===== config.mk =====
export PLATFORM = sky130hd
export DESIGN_NAME = box_visible_face_vertex_emitter
export DESIGN_NICKNAME = d
export VERILOG_FILES = /design/src/bvfve_pkg.sv /design/src/box_visible_face_vertex_emitter.sv
export SDC_FILE = /design/constraint.sdc
export NUM_CORES = 1
export LEC_CHECK = 0
export BUFFER_PORTS_ARGS = -buffer_cell sky130_fd_sc_hd__buf_2
export CORE_UTILIZATION = 57
export DETAILED_ROUTE_END_ITERATION = 8
export PLACE_DENSITY = 0.77
export SLEW_MARGIN = 10
export SYNTH_ARGS = -nofsm -noshare
export SYNTH_HDL_FRONTEND = slang
export SYNTH_SLANG_ARGS = --single-unit
export TNS_END_PERCENT = 20

===== constraint.sdc =====
create_clock -name clk -period 31.8 [get_ports clk]
set_input_delay 1.59 -clock clk [delete_from_list [all_inputs] [get_ports clk]]
set_output_delay 1.59 -clock clk [all_outputs]
set_load 0.05 [all_outputs]

===== src/bvfve_pkg.sv =====
`timescale 1ns / 1ps
// ---------------------------------------------------------------------------
// bvfve_pkg
// Shared types and constants for the box visible-face vertex emitter.
// ---------------------------------------------------------------------------
package bvfve_pkg;

    localparam int FIELD_W   = 32;
    localparam int CFG_IDX_W = 2;

    // configuration register indexes
    localparam logic [CFG_IDX_W-1:0] REG_CAMERA_X = 2'd0;
    localparam logic [CFG_IDX_W-1:0] REG_CAMERA_Y = 2'd1;
    localparam logic [CFG_IDX_W-1:0] REG_CAMERA_Z = 2'd2;

    // per face and corner: bit0 takes high x, bit1 high y, bit2 high z
    localparam logic [2:0] FACE_OFFSETS [0:5][0:3] = '{
        '{3'd4, 3'd0, 3'd2, 3'd6},
        '{3'd1, 3'd5, 3'd7, 3'd3},
        '{3'd0, 3'd4, 3'd5, 3'd1},
        '{3'd2, 3'd3, 3'd7, 3'd6},
        '{3'd0, 3'd1, 3'd3, 3'd2},
        '{3'd4, 3'd5, 3'd7, 3'd6}
    };

    typedef struct packed {
        logic signed [FIELD_W-1:0] corner_x;
        logic signed [FIELD_W-1:0] corner_y;
        logic signed [FIELD_W-1:0] corner_z;
        logic signed [FIELD_W-1:0] extent_x;
        logic signed [FIELD_W-1:0] extent_y;
        logic signed [FIELD_W-1:0] extent_z;
        logic signed [FIELD_W-1:0] tex_u_first;
        logic signed [FIELD_W-1:0] tex_v_first;
        logic signed [FIELD_W-1:0] tex_u_second;
        logic signed [FIELD_W-1:0] tex_v_second;
    } box_t;

    typedef struct packed {
        logic signed [FIELD_W-1:0] vertex_x;
        logic signed [FIELD_W-1:0] vertex_y;
        logic signed [FIELD_W-1:0] vertex_z;
        logic signed [FIELD_W-1:0] vertex_u;
        logic signed [FIELD_W-1:0] vertex_v;
        logic        [2:0]         face_id;
        logic        [3:0]         vertex_index;
        logic                      last_vertex;
    } vertex_t;

endpackage


===== src/box_visible_face_vertex_emitter.sv =====
`timescale 1ns / 1ps
// ---------------------------------------------------------------------------
// box_visible_face_vertex_emitter
// Culls the faces of an axis-aligned box against the camera position and
// emits four vertices for each visible face.
// ---------------------------------------------------------------------------
//  channel | direction | handshake            | payload
//  --------+-----------+----------------------+--------------------------
//  in      | request   | in_valid / in_stall  | in_data  (box_t)
//  out     | result    | out_valid / out_stall| out_data (vertex_t)
//  cfg     | write     | cfg_wen              | cfg_index, cfg_data
//
// Boxes flow through three stages (load, high-plane add, plane compare) into
// the emitter, which sends one vertex per cycle from the output register
// while out_stall is low. The emitter takes the next box only once the last
// vertex of the current box enters the output register; a box with no visible
// face sends no vertex.
// Reset clears all valid bits and the camera to the origin.
// Stalls back up through the stages; nothing is dropped or repeated.
// ---------------------------------------------------------------------------
module box_visible_face_vertex_emitter
    import bvfve_pkg::*;
#(
    parameter int COORD_WIDTH = 32
) (
    input  logic                 clk,
    input  logic                 rst_n,
    input  logic                 in_valid,
    output logic                 in_stall,
    input  box_t                 in_data,
    output logic                 out_valid,
    input  logic                 out_stall,
    output vertex_t              out_data,
    input  logic                 cfg_wen,
    input  logic [CFG_IDX_W-1:0] cfg_index,
    input  logic [FIELD_W-1:0]   cfg_data
);

    localparam int CW = COORD_WIDTH;

    typedef logic signed [CW-1:0] coord_t;

    // camera registers
    logic signed [FIELD_W-1:0] cam_reg [0:2];

    always_ff @(posedge clk or negedge rst_n)
    begin
        if (!rst_n)
        begin
            cam_reg[0] <= '0;
            cam_reg[1] <= '0;
            cam_reg[2] <= '0;
        end
        else if (cfg_wen)
        begin
            case (cfg_index)
                REG_CAMERA_X: cam_reg[0] <= cfg_data;
                REG_CAMERA_Y: cam_reg[1] <= cfg_data;
                REG_CAMERA_Z: cam_reg[2] <= cfg_data;
                default: ;
            endcase
        end
    end

    // pipeline control
    logic a_valid_reg, a_valid_next;
    logic b_valid_reg, b_valid_next;
    logic c_valid_reg, c_valid_next;
    logic a_ready, b_ready, c_ready, e_ready;

    // stage payloads
    coord_t                    a_lo_reg  [0:2];
    coord_t                    a_ext_reg [0:2];
    logic signed [FIELD_W-1:0] a_tex_reg [0:3];
    coord_t                    b_lo_reg  [0:2];
    coord_t                    b_hi_reg  [0:2];
    logic signed [FIELD_W-1:0] b_tex_reg [0:3];
    coord_t                    c_lo_reg  [0:2];
    coord_t                    c_hi_reg  [0:2];
    logic signed [FIELD_W-1:0] c_tex_reg [0:3];
    logic [2:0]                c_below_reg;
    logic [2:0]                c_above_reg;

    // emitter
    coord_t                    e_lo_reg  [0:2];
    coord_t                    e_hi_reg  [0:2];
    logic signed [FIELD_W-1:0] e_tex_reg [0:3];
    logic [2:0]                e_high_reg;
    logic [2:0]                e_mask_reg, e_mask_next;
    logic [1:0]                e_k_reg, e_k_next;
    logic [3:0]                e_n_reg, e_n_next;

    // output register
    logic    o_valid_reg, o_valid_next;
    vertex_t o_data_reg;

    logic       fire;
    logic       last;
    logic [1:0] cur_axis;
    logic [2:0] cur_bit;
    logic [2:0] cur_face;
    logic [2:0] sel;
    vertex_t    vtx;

    assign a_ready  = !a_valid_reg || b_ready;
    assign b_ready  = !b_valid_reg || c_ready;
    assign c_ready  = !c_valid_reg || e_ready;
    assign in_stall = !a_ready;

    always_comb
    begin
        a_valid_next = a_ready ? in_valid : a_valid_reg;
        b_valid_next = b_ready ? a_valid_reg : b_valid_reg;
        c_valid_next = c_ready ? b_valid_reg : c_valid_reg;
    end

    // datapath stages; payloads carry no reset
    always_ff @(posedge clk)
    begin
        if (a_ready && in_valid)
        begin
            a_lo_reg[0]  <= CW'(in_data.corner_x);
            a_lo_reg[1]  <= CW'(in_data.corner_y);
            a_lo_reg[2]  <= CW'(in_data.corner_z);
            a_ext_reg[0] <= CW'(in_data.extent_x);
            a_ext_reg[1] <= CW'(in_data.extent_y);
            a_ext_reg[2] <= CW'(in_data.extent_z);
            a_tex_reg[0] <= in_data.tex_u_first;
            a_tex_reg[1] <= in_data.tex_v_first;
            a_tex_reg[2] <= in_data.tex_u_second;
            a_tex_reg[3] <= in_data.tex_v_second;
        end
        if (b_ready && a_valid_reg)
        begin
            for (int i = 0; i < 3; i++)
            begin
                b_lo_reg[i] <= a_lo_reg[i];
                b_hi_reg[i] <= a_lo_reg[i] + a_ext_reg[i];
            end
            b_tex_reg <= a_tex_reg;
        end
        if (c_ready && b_valid_reg)
        begin
            for (int i = 0; i < 3; i++)
            begin
                c_lo_reg[i]    <= b_lo_reg[i];
                c_hi_reg[i]    <= b_hi_reg[i];
                c_below_reg[i] <= coord_t'(CW'(cam_reg[i])) < b_lo_reg[i];
                c_above_reg[i] <= b_hi_reg[i] < coord_t'(CW'(cam_reg[i]));
            end
            c_tex_reg <= b_tex_reg;
        end
        if (c_ready && c_valid_reg)
        begin
            e_lo_reg   <= c_lo_reg;
            e_hi_reg   <= c_hi_reg;
            e_tex_reg  <= c_tex_reg;
            e_high_reg <= ~c_below_reg;
        end
        if (fire)
        begin
            o_data_reg <= vtx;
        end
    end

    // emitter: walk the visible axes in x, y, z order, four corners each
    always_comb
    begin
        cur_axis = 2'd0;
        if (e_mask_reg[0])
        begin
            cur_axis = 2'd0;
        end
        else if (e_mask_reg[1])
        begin
            cur_axis = 2'd1;
        end
        else if (e_mask_reg[2])
        begin
            cur_axis = 2'd2;
        end
        cur_bit  = 3'b001 << cur_axis;
        cur_face = {cur_axis, e_high_reg[cur_axis]};
        sel      = FACE_OFFSETS[cur_face][e_k_reg];
        last     = (e_k_reg == 2'd3) && ((e_mask_reg & ~cur_bit) == 3'b000);

        vtx.vertex_x     = 32'(sel[0] ? e_hi_reg[0] : e_lo_reg[0]);
        vtx.vertex_y     = 32'(sel[1] ? e_hi_reg[1] : e_lo_reg[1]);
        vtx.vertex_z     = 32'(sel[2] ? e_hi_reg[2] : e_lo_reg[2]);
        vtx.vertex_u     = (e_k_reg == 2'd1 || e_k_reg == 2'd2) ? e_tex_reg[2] : e_tex_reg[0];
        vtx.vertex_v     = e_k_reg[1] ? e_tex_reg[3] : e_tex_reg[1];
        vtx.face_id      = cur_face;
        vtx.vertex_index = e_n_reg;
        vtx.last_vertex  = last;
    end

    assign fire    = (e_mask_reg != 3'b000) && (!o_valid_reg || !out_stall);
    assign e_ready = (e_mask_reg == 3'b000) || (fire && last);

    always_comb
    begin
        e_mask_next  = e_mask_reg;
        e_k_next     = e_k_reg;
        e_n_next     = e_n_reg;
        o_valid_next = o_valid_reg && out_stall;
        if (fire)
        begin
            o_valid_next = 1'b1;
            e_k_next     = e_k_reg + 2'd1;
            e_n_next     = e_n_reg + 4'd1;
            if (e_k_reg == 2'd3)
            begin
                e_mask_next = e_mask_reg & ~cur_bit;
            end
        end
        if (e_ready && c_valid_reg)
        begin
            e_mask_next = c_below_reg | c_above_reg;
            e_k_next    = 2'd0;
            e_n_next    = 4'd0;
        end
    end

    always_ff @(posedge clk or negedge rst_n)
    begin
        if (!rst_n)
        begin
            a_valid_reg <= 1'b0;
            b_valid_reg <= 1'b0;
            c_valid_reg <= 1'b0;
            e_mask_reg  <= 3'b000;
            e_k_reg     <= 2'd0;
            e_n_reg     <= 4'd0;
            o_valid_reg <= 1'b0;
        end
        else
        begin
            a_valid_reg <= a_valid_next;
            b_valid_reg <= b_valid_next;
            c_valid_reg <= c_valid_next;
            e_mask_reg  <= e_mask_next;
            e_k_reg     <= e_k_next;
            e_n_reg     <= e_n_next;
            o_valid_reg <= o_valid_next;
        end
    end

    assign out_valid = o_valid_reg;
    assign out_data  = o_data_reg;

endmodule


; Word level (Yosys, flattened, before mapping)
; Memories as Yosys holds them, arrays and structs flattened.
; Index checks and enable logic that the tools add are counted.
; Widths: inputs -> output; s select.
[op_classes]
multipliers = 0
muxes = 27
shift = 1
addsub = 5
n_bitwise = 6
order_cmp = 9
n_eq_ne = 5
reduce_logical = 31
div = 0
[op_table]
columns = op, n
row1 = $lt 32x32->1, 6
row2 = $mux 32, 5
row3 = $add 32x32->32, 3
row4 = $mux 12, 2
row5 = $mux 3, 5
row6 = $mux 2, 5
row7 = $logic_and 1x1->1, 9
row8 = $mux 4, 2
row9 = $reduce_and 2->1, 4
row10 = $bmux 3 s2, 1
row11 = $eq 2x2->1 const B, 3
row12 = $logic_not 1->1, 6
row13 = $logic_not 3->1, 2
row14 = $logic_or 1x1->1, 6
row15 = $mux 1, 6
row16 = $not 3->3, 2
row17 = $add 4x1->4 const B, 1
row18 = $eq 2x1->1 const B, 2
row19 = $ge 4x4->1 const B, 1
row20 = $not 3->4, 1
row21 = $reduce_bool 2->1, 2
row22 = $and 3x3->3, 1
row23 = $ge 3x3->1 const B, 1
row24 = $lt 2x3->1 const B, 1
row25 = 7 further kinds, 7
[totals]
reg_bits = 1182
rom_bits = 96
mem_count = 5
input_bits = 359
ram_bits = 384
latch_bits = 0
[memory_table]
columns = name, words, width, read_ports, rd_ports_with_merged_regs, wr, line
row1 = (no name shown), 8, 12, 1, 0, 0, box_visible_face_vertex_emitter.sv:184  ; sel = FACE_OFFSETS[cur_face][e_k_reg];
row2 = a_ext_reg, 3, 32, 3, 0, 3, box_visible_face_vertex_emitter.sv:73  ; coord_t a_ext_reg [0:2];
row3 = a_lo_reg, 3, 32, 3, 0, 3, box_visible_face_vertex_emitter.sv:72  ; coord_t a_lo_reg [0:2];
row4 = b_hi_reg, 3, 32, 3, 0, 3, box_visible_face_vertex_emitter.sv:76  ; coord_t b_hi_reg [0:2];
row5 = b_lo_reg, 3, 32, 3, 0, 3, box_visible_face_vertex_emitter.sv:75  ; coord_t b_lo_reg [0:2];

; Depth between registers and ports, before layout
; Gate-level depths: netlist (run 1).
[logic_depth]
word_depth = 16
depth_mapped = 12
depth_no_buf = 11

; Worst setup path after synthesis (run 1)
; Ideal clock, no wire load.
[synth_path]
kind = input -> register
from = input port out_stall
to = register c_above_reg[0] (enable)
arrival_time_ns = 16.175
t_required_ns = 30.742
slack_ns = 14.567
setup_time_ns = 1.058
stages = 4
cell_sequence = nand2_1 a21o_1 nor2_1 nor2b_1
[synth_via]
elab_chain_cells = 7
[synth_rtl]
columns = item, line
row1 = "start, declared", box_visible_face_vertex_emitter.sv:32  ; input logic out_stall,
row2 = $logic_not 1->1, box_visible_face_vertex_emitter.sv:197  ; assign fire = (e_mask_reg != 3'b000) && (!o_valid_reg || !out_stall);
row3 = $logic_or 1x1->1, box_visible_face_vertex_emitter.sv:197
row4 = $logic_and 1x1->1, box_visible_face_vertex_emitter.sv:197
row5 = $logic_and 1x1->1, box_visible_face_vertex_emitter.sv:198  ; assign e_ready = (e_mask_reg == 3'b000) || (fire && last);
row6 = $logic_or 1x1->1, box_visible_face_vertex_emitter.sv:198
row7 = $logic_or 1x1->1, box_visible_face_vertex_emitter.sv:107  ; assign c_ready = !c_valid_reg || e_ready;
row8 = $logic_and 1x1->1, box_visible_face_vertex_emitter.sv:142  ; if (c_ready && b_valid_reg)
row9 = "end signal, assigned by index", box_visible_face_vertex_emitter.sv:149  ; c_above_reg[i] <= b_hi_reg[i] < coord_t'(CW'(cam_reg[i]));
row10 = "end, declared", box_visible_face_vertex_emitter.sv:82  ; logic [2:0] c_above_reg;
; Every way passes these cells.
; A chain may end at the register's enable or synchronous reset.

; Final worst setup path (run 1)
[layout_path]
from = input port out_stall
to = output port in_stall
[layout_via]
elab_chain_cells = 9
[layout_rtl]
columns = item, line
row1 = $logic_not 1->1, box_visible_face_vertex_emitter.sv:197
row2 = $logic_or 1x1->1, box_visible_face_vertex_emitter.sv:197
row3 = $logic_and 1x1->1, box_visible_face_vertex_emitter.sv:197
row4 = $logic_and 1x1->1, box_visible_face_vertex_emitter.sv:198
row5 = $logic_or 1x1->1, box_visible_face_vertex_emitter.sv:198
row6 = $logic_or 1x1->1, box_visible_face_vertex_emitter.sv:107
row7 = $logic_or 1x1->1, box_visible_face_vertex_emitter.sv:106  ; assign b_ready = !b_valid_reg || c_ready;
row8 = $logic_or 1x1->1, box_visible_face_vertex_emitter.sv:105  ; assign a_ready = !a_valid_reg || b_ready;
row9 = $logic_not 1->1, box_visible_face_vertex_emitter.sv:108  ; assign in_stall = !a_ready;
row10 = "end, declared", box_visible_face_vertex_emitter.sv:29  ; output logic in_stall,
; Every way passes these cells.

==> run metrics, run 1 <==
total chip power 7.04 mW; Global Route Usage Sum 22.9%; synthesized area per cell 18.1 um^2; Hold Path Class reg2reg; layout cells sized above 1 around a quarter; largest net degree at the start of global routing 171; post-CTS setup buffers 0; IO buf count 528; IO Pins between 500 and 600; CORE AREA 0.102 mm^2; Worst R2R Path Depth 7; Area after DPL approximately 0.064 mm^2; fin area 0.0689 mm^2; cts bufs inserted 156; die width 325 um; Worst path slowest cell nor2_1; number of core rows 117; Area Growth Syn to Fin 16.3%; Gate Count Post-Synth around 3300; Setup crit start kind input port; total grt overflow 0; Max-Cap Viols 0; setup violators final 0; final wirelength 119000 um; clock sinks around 1600; Warnings, synthesis 0; IR drop worst, VDD 0.0000650 V; most frequent cell after synthesis edfxtp_1; initial antenna violation count 22; Largest register FFs 168; actual slew at the worst max-slew pin between 1 and 1.5 ns; r2r setup slk roughly 28 ns; Hold Buf Count CTS 0; WHS Path Cells 0; Via Count 29900; Worst-path clk slew roughly 0.060 ns; PwrDens 102 mW/mm^2; Final period util 13.9%; Seq/Total Area, Yosys 78.4%; Max Clock Freq 226 MHz; Max stage delay on crit path 0.26 ns; Nets around 4600; Setup TNS Final 0 ns; H-tree Lvls 4; Worst-Skew Late Latency approximately 0.76 ns; TritonCTS clock tree done; crit-path cells buf_2 -> nand2_1 -> a21o_1 -> nor2_1 -> nand3_1 -> inv_1 -> buf_2; most used cell, CP buf_2; critical path class in2out; first-pass detailed-route iteration total 5; worst clock skew 0.0207 ns; dpl hpwl 84800 um; drt drc 0; RSZ-0062 raised after global routing false; CP Capture Type output port; worst reg2reg path startpoint e_mask_reg[1]; Commonest cells post-synth 1457 x edfxtp_1, 286 x ha_1, 225 x mux2_2, 209 x inv_1, 146 x a21oi_1; syn_nets 3926; worst flop-to-flop path endpoint a_tex_reg[30]; Seq cells post-synth 1566; DRT iter0 DRCs 2332; status finished clean; effective utilization at floorplan 57.9%; Leakage between 20 and 30 nW; root buf cell clkbuf_16; post-layout util roughly 67%; Clock Path Buffers 3; critical path arrival 2.84 ns; count of cell types in the netlist 63; hold wc startpoint c_hi_reg[11]; Final Hold Viols 0; full die area between 0.1 and 0.15 mm^2; number of global-route vias before repair roughly 30000; worst-path maximum fanout 4; CP bufs+invs 3; Die Ht between 300 and 400 um; WHS Endpoint e_hi_reg[11]; top cells by area, synth edfxtp_1 74%, ha_1 6.0%, dfrtp_1 4.6%; Slew headroom 27.6%; gpl congestion roughly 0.95; minimum clock period 4.43 ns; Pins Over Slew Limit 0; Yosys top cell area share 73.8%; PostCTS Resize Cnt 0; dominant synthesized flop cell edfxtp_1; WP data required 30.21 ns; area leader, netlist edfxtp_1; Post-synth EDFFs 1457; first-pass GRT wire length between 150000 and 200000 um; Post-synth ARST share 6.96%; DR vias/cell 5.48; Crit path max-delay family simple AND/OR/NAND/NOR gates; synthesized area 0.0593 mm^2; WL/cell 21.9 um; antenna viol nets, final 0
==> report_power, final <==
group | internal [mW] | switching (mW) | total, mW
combinational | 0.598 | 1.26 | 1.86
clock | 1.05 | 0.772 | 1.82
sequential | 3.13 | 0.231 | 3.36
==> kinds of logic (layout without fill, tap and decap cells) <==
family | count (synthesis) | count (layout) | share of synthesized area [%]
XOR/XNOR | 92 | 92 | 1.36
adder cells (fa/ha/maj) | 289 | 289 | 6.14
AO/OA/AOI/OAI | 494 | 494 | 5.22
multiplexers | 231 | 231 | 4.37
other | 0 | 14 | 0
buffers and inverters | 257 | 1054 | 1.63
flip-flops | 1566 | 1566 | 78.4
AND/OR/NAND/NOR | 349 | 349 | 2.89
==> placed cells by master (no fill, tap or decap), types with 14 or more instances in the layout <==
cell type and instances:
mux2_2 225, ha_1 286, nor2_1 77, clkinv_1 24, buf_2 527, nand2_1 102, o21bai_1 14, xor2_1 32
o21ai_0 120, and3_1 14, nor3_1 15, nand3_1 29, clkbuf_1 37, inv_1 209, buf_4 27, a21o_1 104
clkbuf_16 157, a211oi_1 23, a21oi_1 143, diode_2 14, nand2b_1 22, edfxtp_1 1457, o21a_1 14, clkinv_2 23
xnor2_1 60, dfrtp_1 108, nand4_1 41
==> metrics by stage <==
step           worst slack (ns)  hold slack [ns]  instances
2_1_floorplan             14.57            0.400       3278
3_3_place_gp              26.91            0.400       5153
3_5_place_dp              26.78            0.405       5153
4_1_cts                   27.38            0.401       5443
5_1_grt                   27.26            0.410       5455
6_report                  27.37            0.403       5457
==> final cells by class <==
cell class | instances | area, um^2
Antenna cell | 14 | 35.0
Clock buffer | 202 | 4180
Clock inverter | 88 | 982
Fill cell | 6837 | 33500
Inverter | 209 | 785
Multi-Input combinational cell | 1455 | 11900
Sequential cell | 1566 | 46500
Tap cell | 1368 | 1710
Timing Repair Buffer | 555 | 2860
==> how the worst max path moves through the flow <==
stage	slack, ns	end	depth (start not counted)	start
3_3_place_gp	26.91	e_tex_reg[24]	6	out_stall
6_report	27.37	in_stall	7	out_stall
5_1_grt	27.26	in_stall	7	out_stall
4_1_cts	27.38	in_stall	7	out_stall
3_5_place_dp	26.78	a_tex_reg[92]	8	out_stall
2_1_floorplan	14.57	c_above_reg[0]	4	out_stall
==> routing by layer <==
metal | routed length (um) | up-vias | share of wire [%] | track usage, %
li1 | - | 13900 | - | -
met1 | 49300 | 14700 | 41 | 30.1
met2 | 58400 | 991 | 49 | 37.7
met3 | 7370 | 237 | 6.2 | 4.23
met4 | 4300 | 10 | 3.6 | 9.63
met5 | 69 | - | 0.058 | 0
Note: power is estimated with default switching activity, not from simulation.
==> run 2: changes to the inputs <==
==> constraint.sdc (replaced) <==
create_clock -name clk -period 4.1 [get_ports clk]
set_input_delay 0.205 -clock clk [delete_from_list [all_inputs] [get_ports clk]]
set_output_delay 0.205 -clock clk [all_outputs]
set_load 0.05 [all_outputs]
==> run 2 against run 1 <==
  * Count of clock-buffer cells in the layout shrank 7
  * Combinational power grew to 8.2 times the previous value
  * Via count grew 6.4%
  * Sequential cell count unchanged
  * Clock skew increased by 0.014 ns
  * Worst hold slack lost 0.23 ns
  * Critical path depth up 3
  * Setup slack got worse by 27 ns
  * Utilization is 4.0 points higher
  * Critical endpoint is now b_hi_reg[0][62]
  * Non-clock buffer count increased by 370
==> run metrics, run 2 (synthesis gave the netlist of run 1 again) <==
final wirelength 128000 um; Final Hold Viols 0; commonest cells after routing, fill and taps aside 1457 x edfxtp_1, 527 x buf_2, 357 x dlygate4sd3_1; Final WS setup 0.692 ns; initial antenna violation count 13; Area Growth Syn to Fin 23.3%; Filler Cell Count 6228; critical path depth 10; Switching Fraction roughly 32%; Via Count around 32000; WHS Path Cells 2; CP bufs+invs 0; die width 325 um; DR top layer met4; actual slew at the worst max-slew pin 1.14 ns; Slew headroom 21.8%; Max-Cap Viols 0; WL/cell 22.0 um; H-tree Lvls 4; worst-path maximum fanout 3; hold wc startpoint in_data[125]; sequential power share 46.4%; status finished clean; WP data required about 4.6 ns; TritonCTS clock tree done; Worst R2R Path Depth 10; RSZ-0062 raised after global routing false; gpl congestion approximately 0.90; number of core rows approximately 120; critical path class reg2reg; minimum clock period about 3.4 ns; first-pass GRT wire length 193000 um; Pins Over Slew Limit 0; number of global-route vias before repair 33300; Worst-Skew Late Latency 0.76 ns; first-pass detailed-route iteration total 5; worst reg2reg path startpoint a_ext_reg[0][32]; Placement Setup Slack 0.726 ns; dpl hpwl 85000 um; crit-path cells ha_1 -> fa_1 -> a21oi_1 -> o21ai_0 -> a311oi_1 -> o21ai_0 -> a21oi_1 -> o211ai_1 -> a221oi_1 -> xnor2_1; drt drc 0; metal2 WL 64300 um; clock sinks 1566; worst flop-to-flop path endpoint b_hi_reg[0][62]; critical path arrival 3.89 ns; total grt overflow 0; Nets 4961; wire length on met3 6560 um; total chip power 56.0 mW; CP Capture Type flip-flop; Hold Path Class in2reg; r2r setup slk 0.69 ns; Crit path max-delay family compound AO/OA/AOI/OAI gates; PwrDens between 700 and 800 mW/mm^2; Final period util 83.1%; full die area 0.105 mm^2; Worst-path clk slew 0.06 ns; Largest register FFs around 170; Met1 Wirelength 51300 um; root buf cell clkbuf_16; DR vias/cell 5.46; PostCTS Resize Cnt 0; cts bufs inserted about 160; Leakage 27.8 nW; sw power 18.0 mW; number of cells in the finished layout apart from fillers 5829; Clk pwr share 26.6%; post-CTS setup buffers 0; Setup TNS Final 0 ns; Die Ht 325 um; Max Clock Freq 293 MHz; CORE AREA 0.102 mm^2; effective utilization at floorplan 57.9%; antenna viol nets, final 0; Global Route Usage Sum 24.5%; commonest non-fill, non-tap cell in the layout edfxtp_1; Placed Cells 5166; IO buf count 528; layout cells sized above 1 23.7%; IR drop worst, VDD 0.000508 V; Clock Path Buffers 3; Int Power 38.1 mW; Max stage delay on crit path between 0.4 and 0.5 ns; IO Pins 529; DRT iter0 DRCs 2476; worst clock skew around 0.035 ns; WHS Endpoint a_tex_reg[125]; Hold Buf Count CTS 357; Setup crit start kind flip-flop; largest net degree at the start of global routing about 110; Worst path slowest cell fa_1; Combinational Power Share 27.0%; setup violators final 0
==> run 2: changes by cell type in the layout (fill, tap and decap cells not counted), moves of 5 or more <==
cell and change:
bufinv_16 +11, buf_12 +14, clkinv_2 -5, clkinv_8 +5
clkbuf_1 -5, dlygate4sd3_1 +357
==> run 2: how the worst max path moves through the flow <==
stage	slack [ns]	to	start
after floorplan	-2.03	c_above_reg[0]	e_k_reg[1]
after global placement	0.75	b_hi_reg[0][62]	a_lo_reg[0][32]
after detailed placement	0.73	b_hi_reg[0][62]	a_ext_reg[0][32]
after CTS	0.70	b_hi_reg[0][62]	a_lo_reg[0][32]
after global routing	0.48	b_hi_reg[0][62]	a_ext_reg[0][32]
final	0.69	b_hi_reg[0][62]	a_ext_reg[0][32]
==> run 2: area by class of cell <==
cell class | count | area (um^2) | area share (%)
sequential | 1566 | 46500 | 63.6
multi-input combinational | 1455 | 11900 | 16.3
timing repair buffer | 925 | 6710 | 9.18
clock buffer | 195 | 4120 | 5.64
tap | 1368 | 1710 | 2.34
clock inverter | 97 | 1320 | 1.81
inverter | 209 | 785 | 1.07
antenna | 14 | 35.0 | 0.0479
==> run 2: layer usage <==
layer  vias to the layer above  track usage, %
li1                      14700               -
met1                     15700            30.8
met2                      1090            41.8
met3                       305            3.64
met4                         0            12.1
met5                         -               0
==> run 2: through the flow <==
step,util [%],hold slack [ns],area [um^2]
floorplan,-,-0.0906,59300
global placement,62.5,0.260,64000
detailed placement,62.5,0.265,64000
CTS,71.3,0.100,73000
global route,71.3,0.133,73100
finish,71.3,0.169,73100
==> run 2: power by group through the flow <==
stage / Sequential [mW] / Combinational (mW) / Clock (mW)
after floorplan: 29.0 / 7.98 / 0
after global placement: 26.0 / 14.4 / 0
after detailed placement: 26.2 / 14.8 / 0
final: 26.0 / 15.2 / 14.9
after global routing: 26.4 / 16.3 / 15.8
after CTS: 26.0 / 15.1 / 15.1
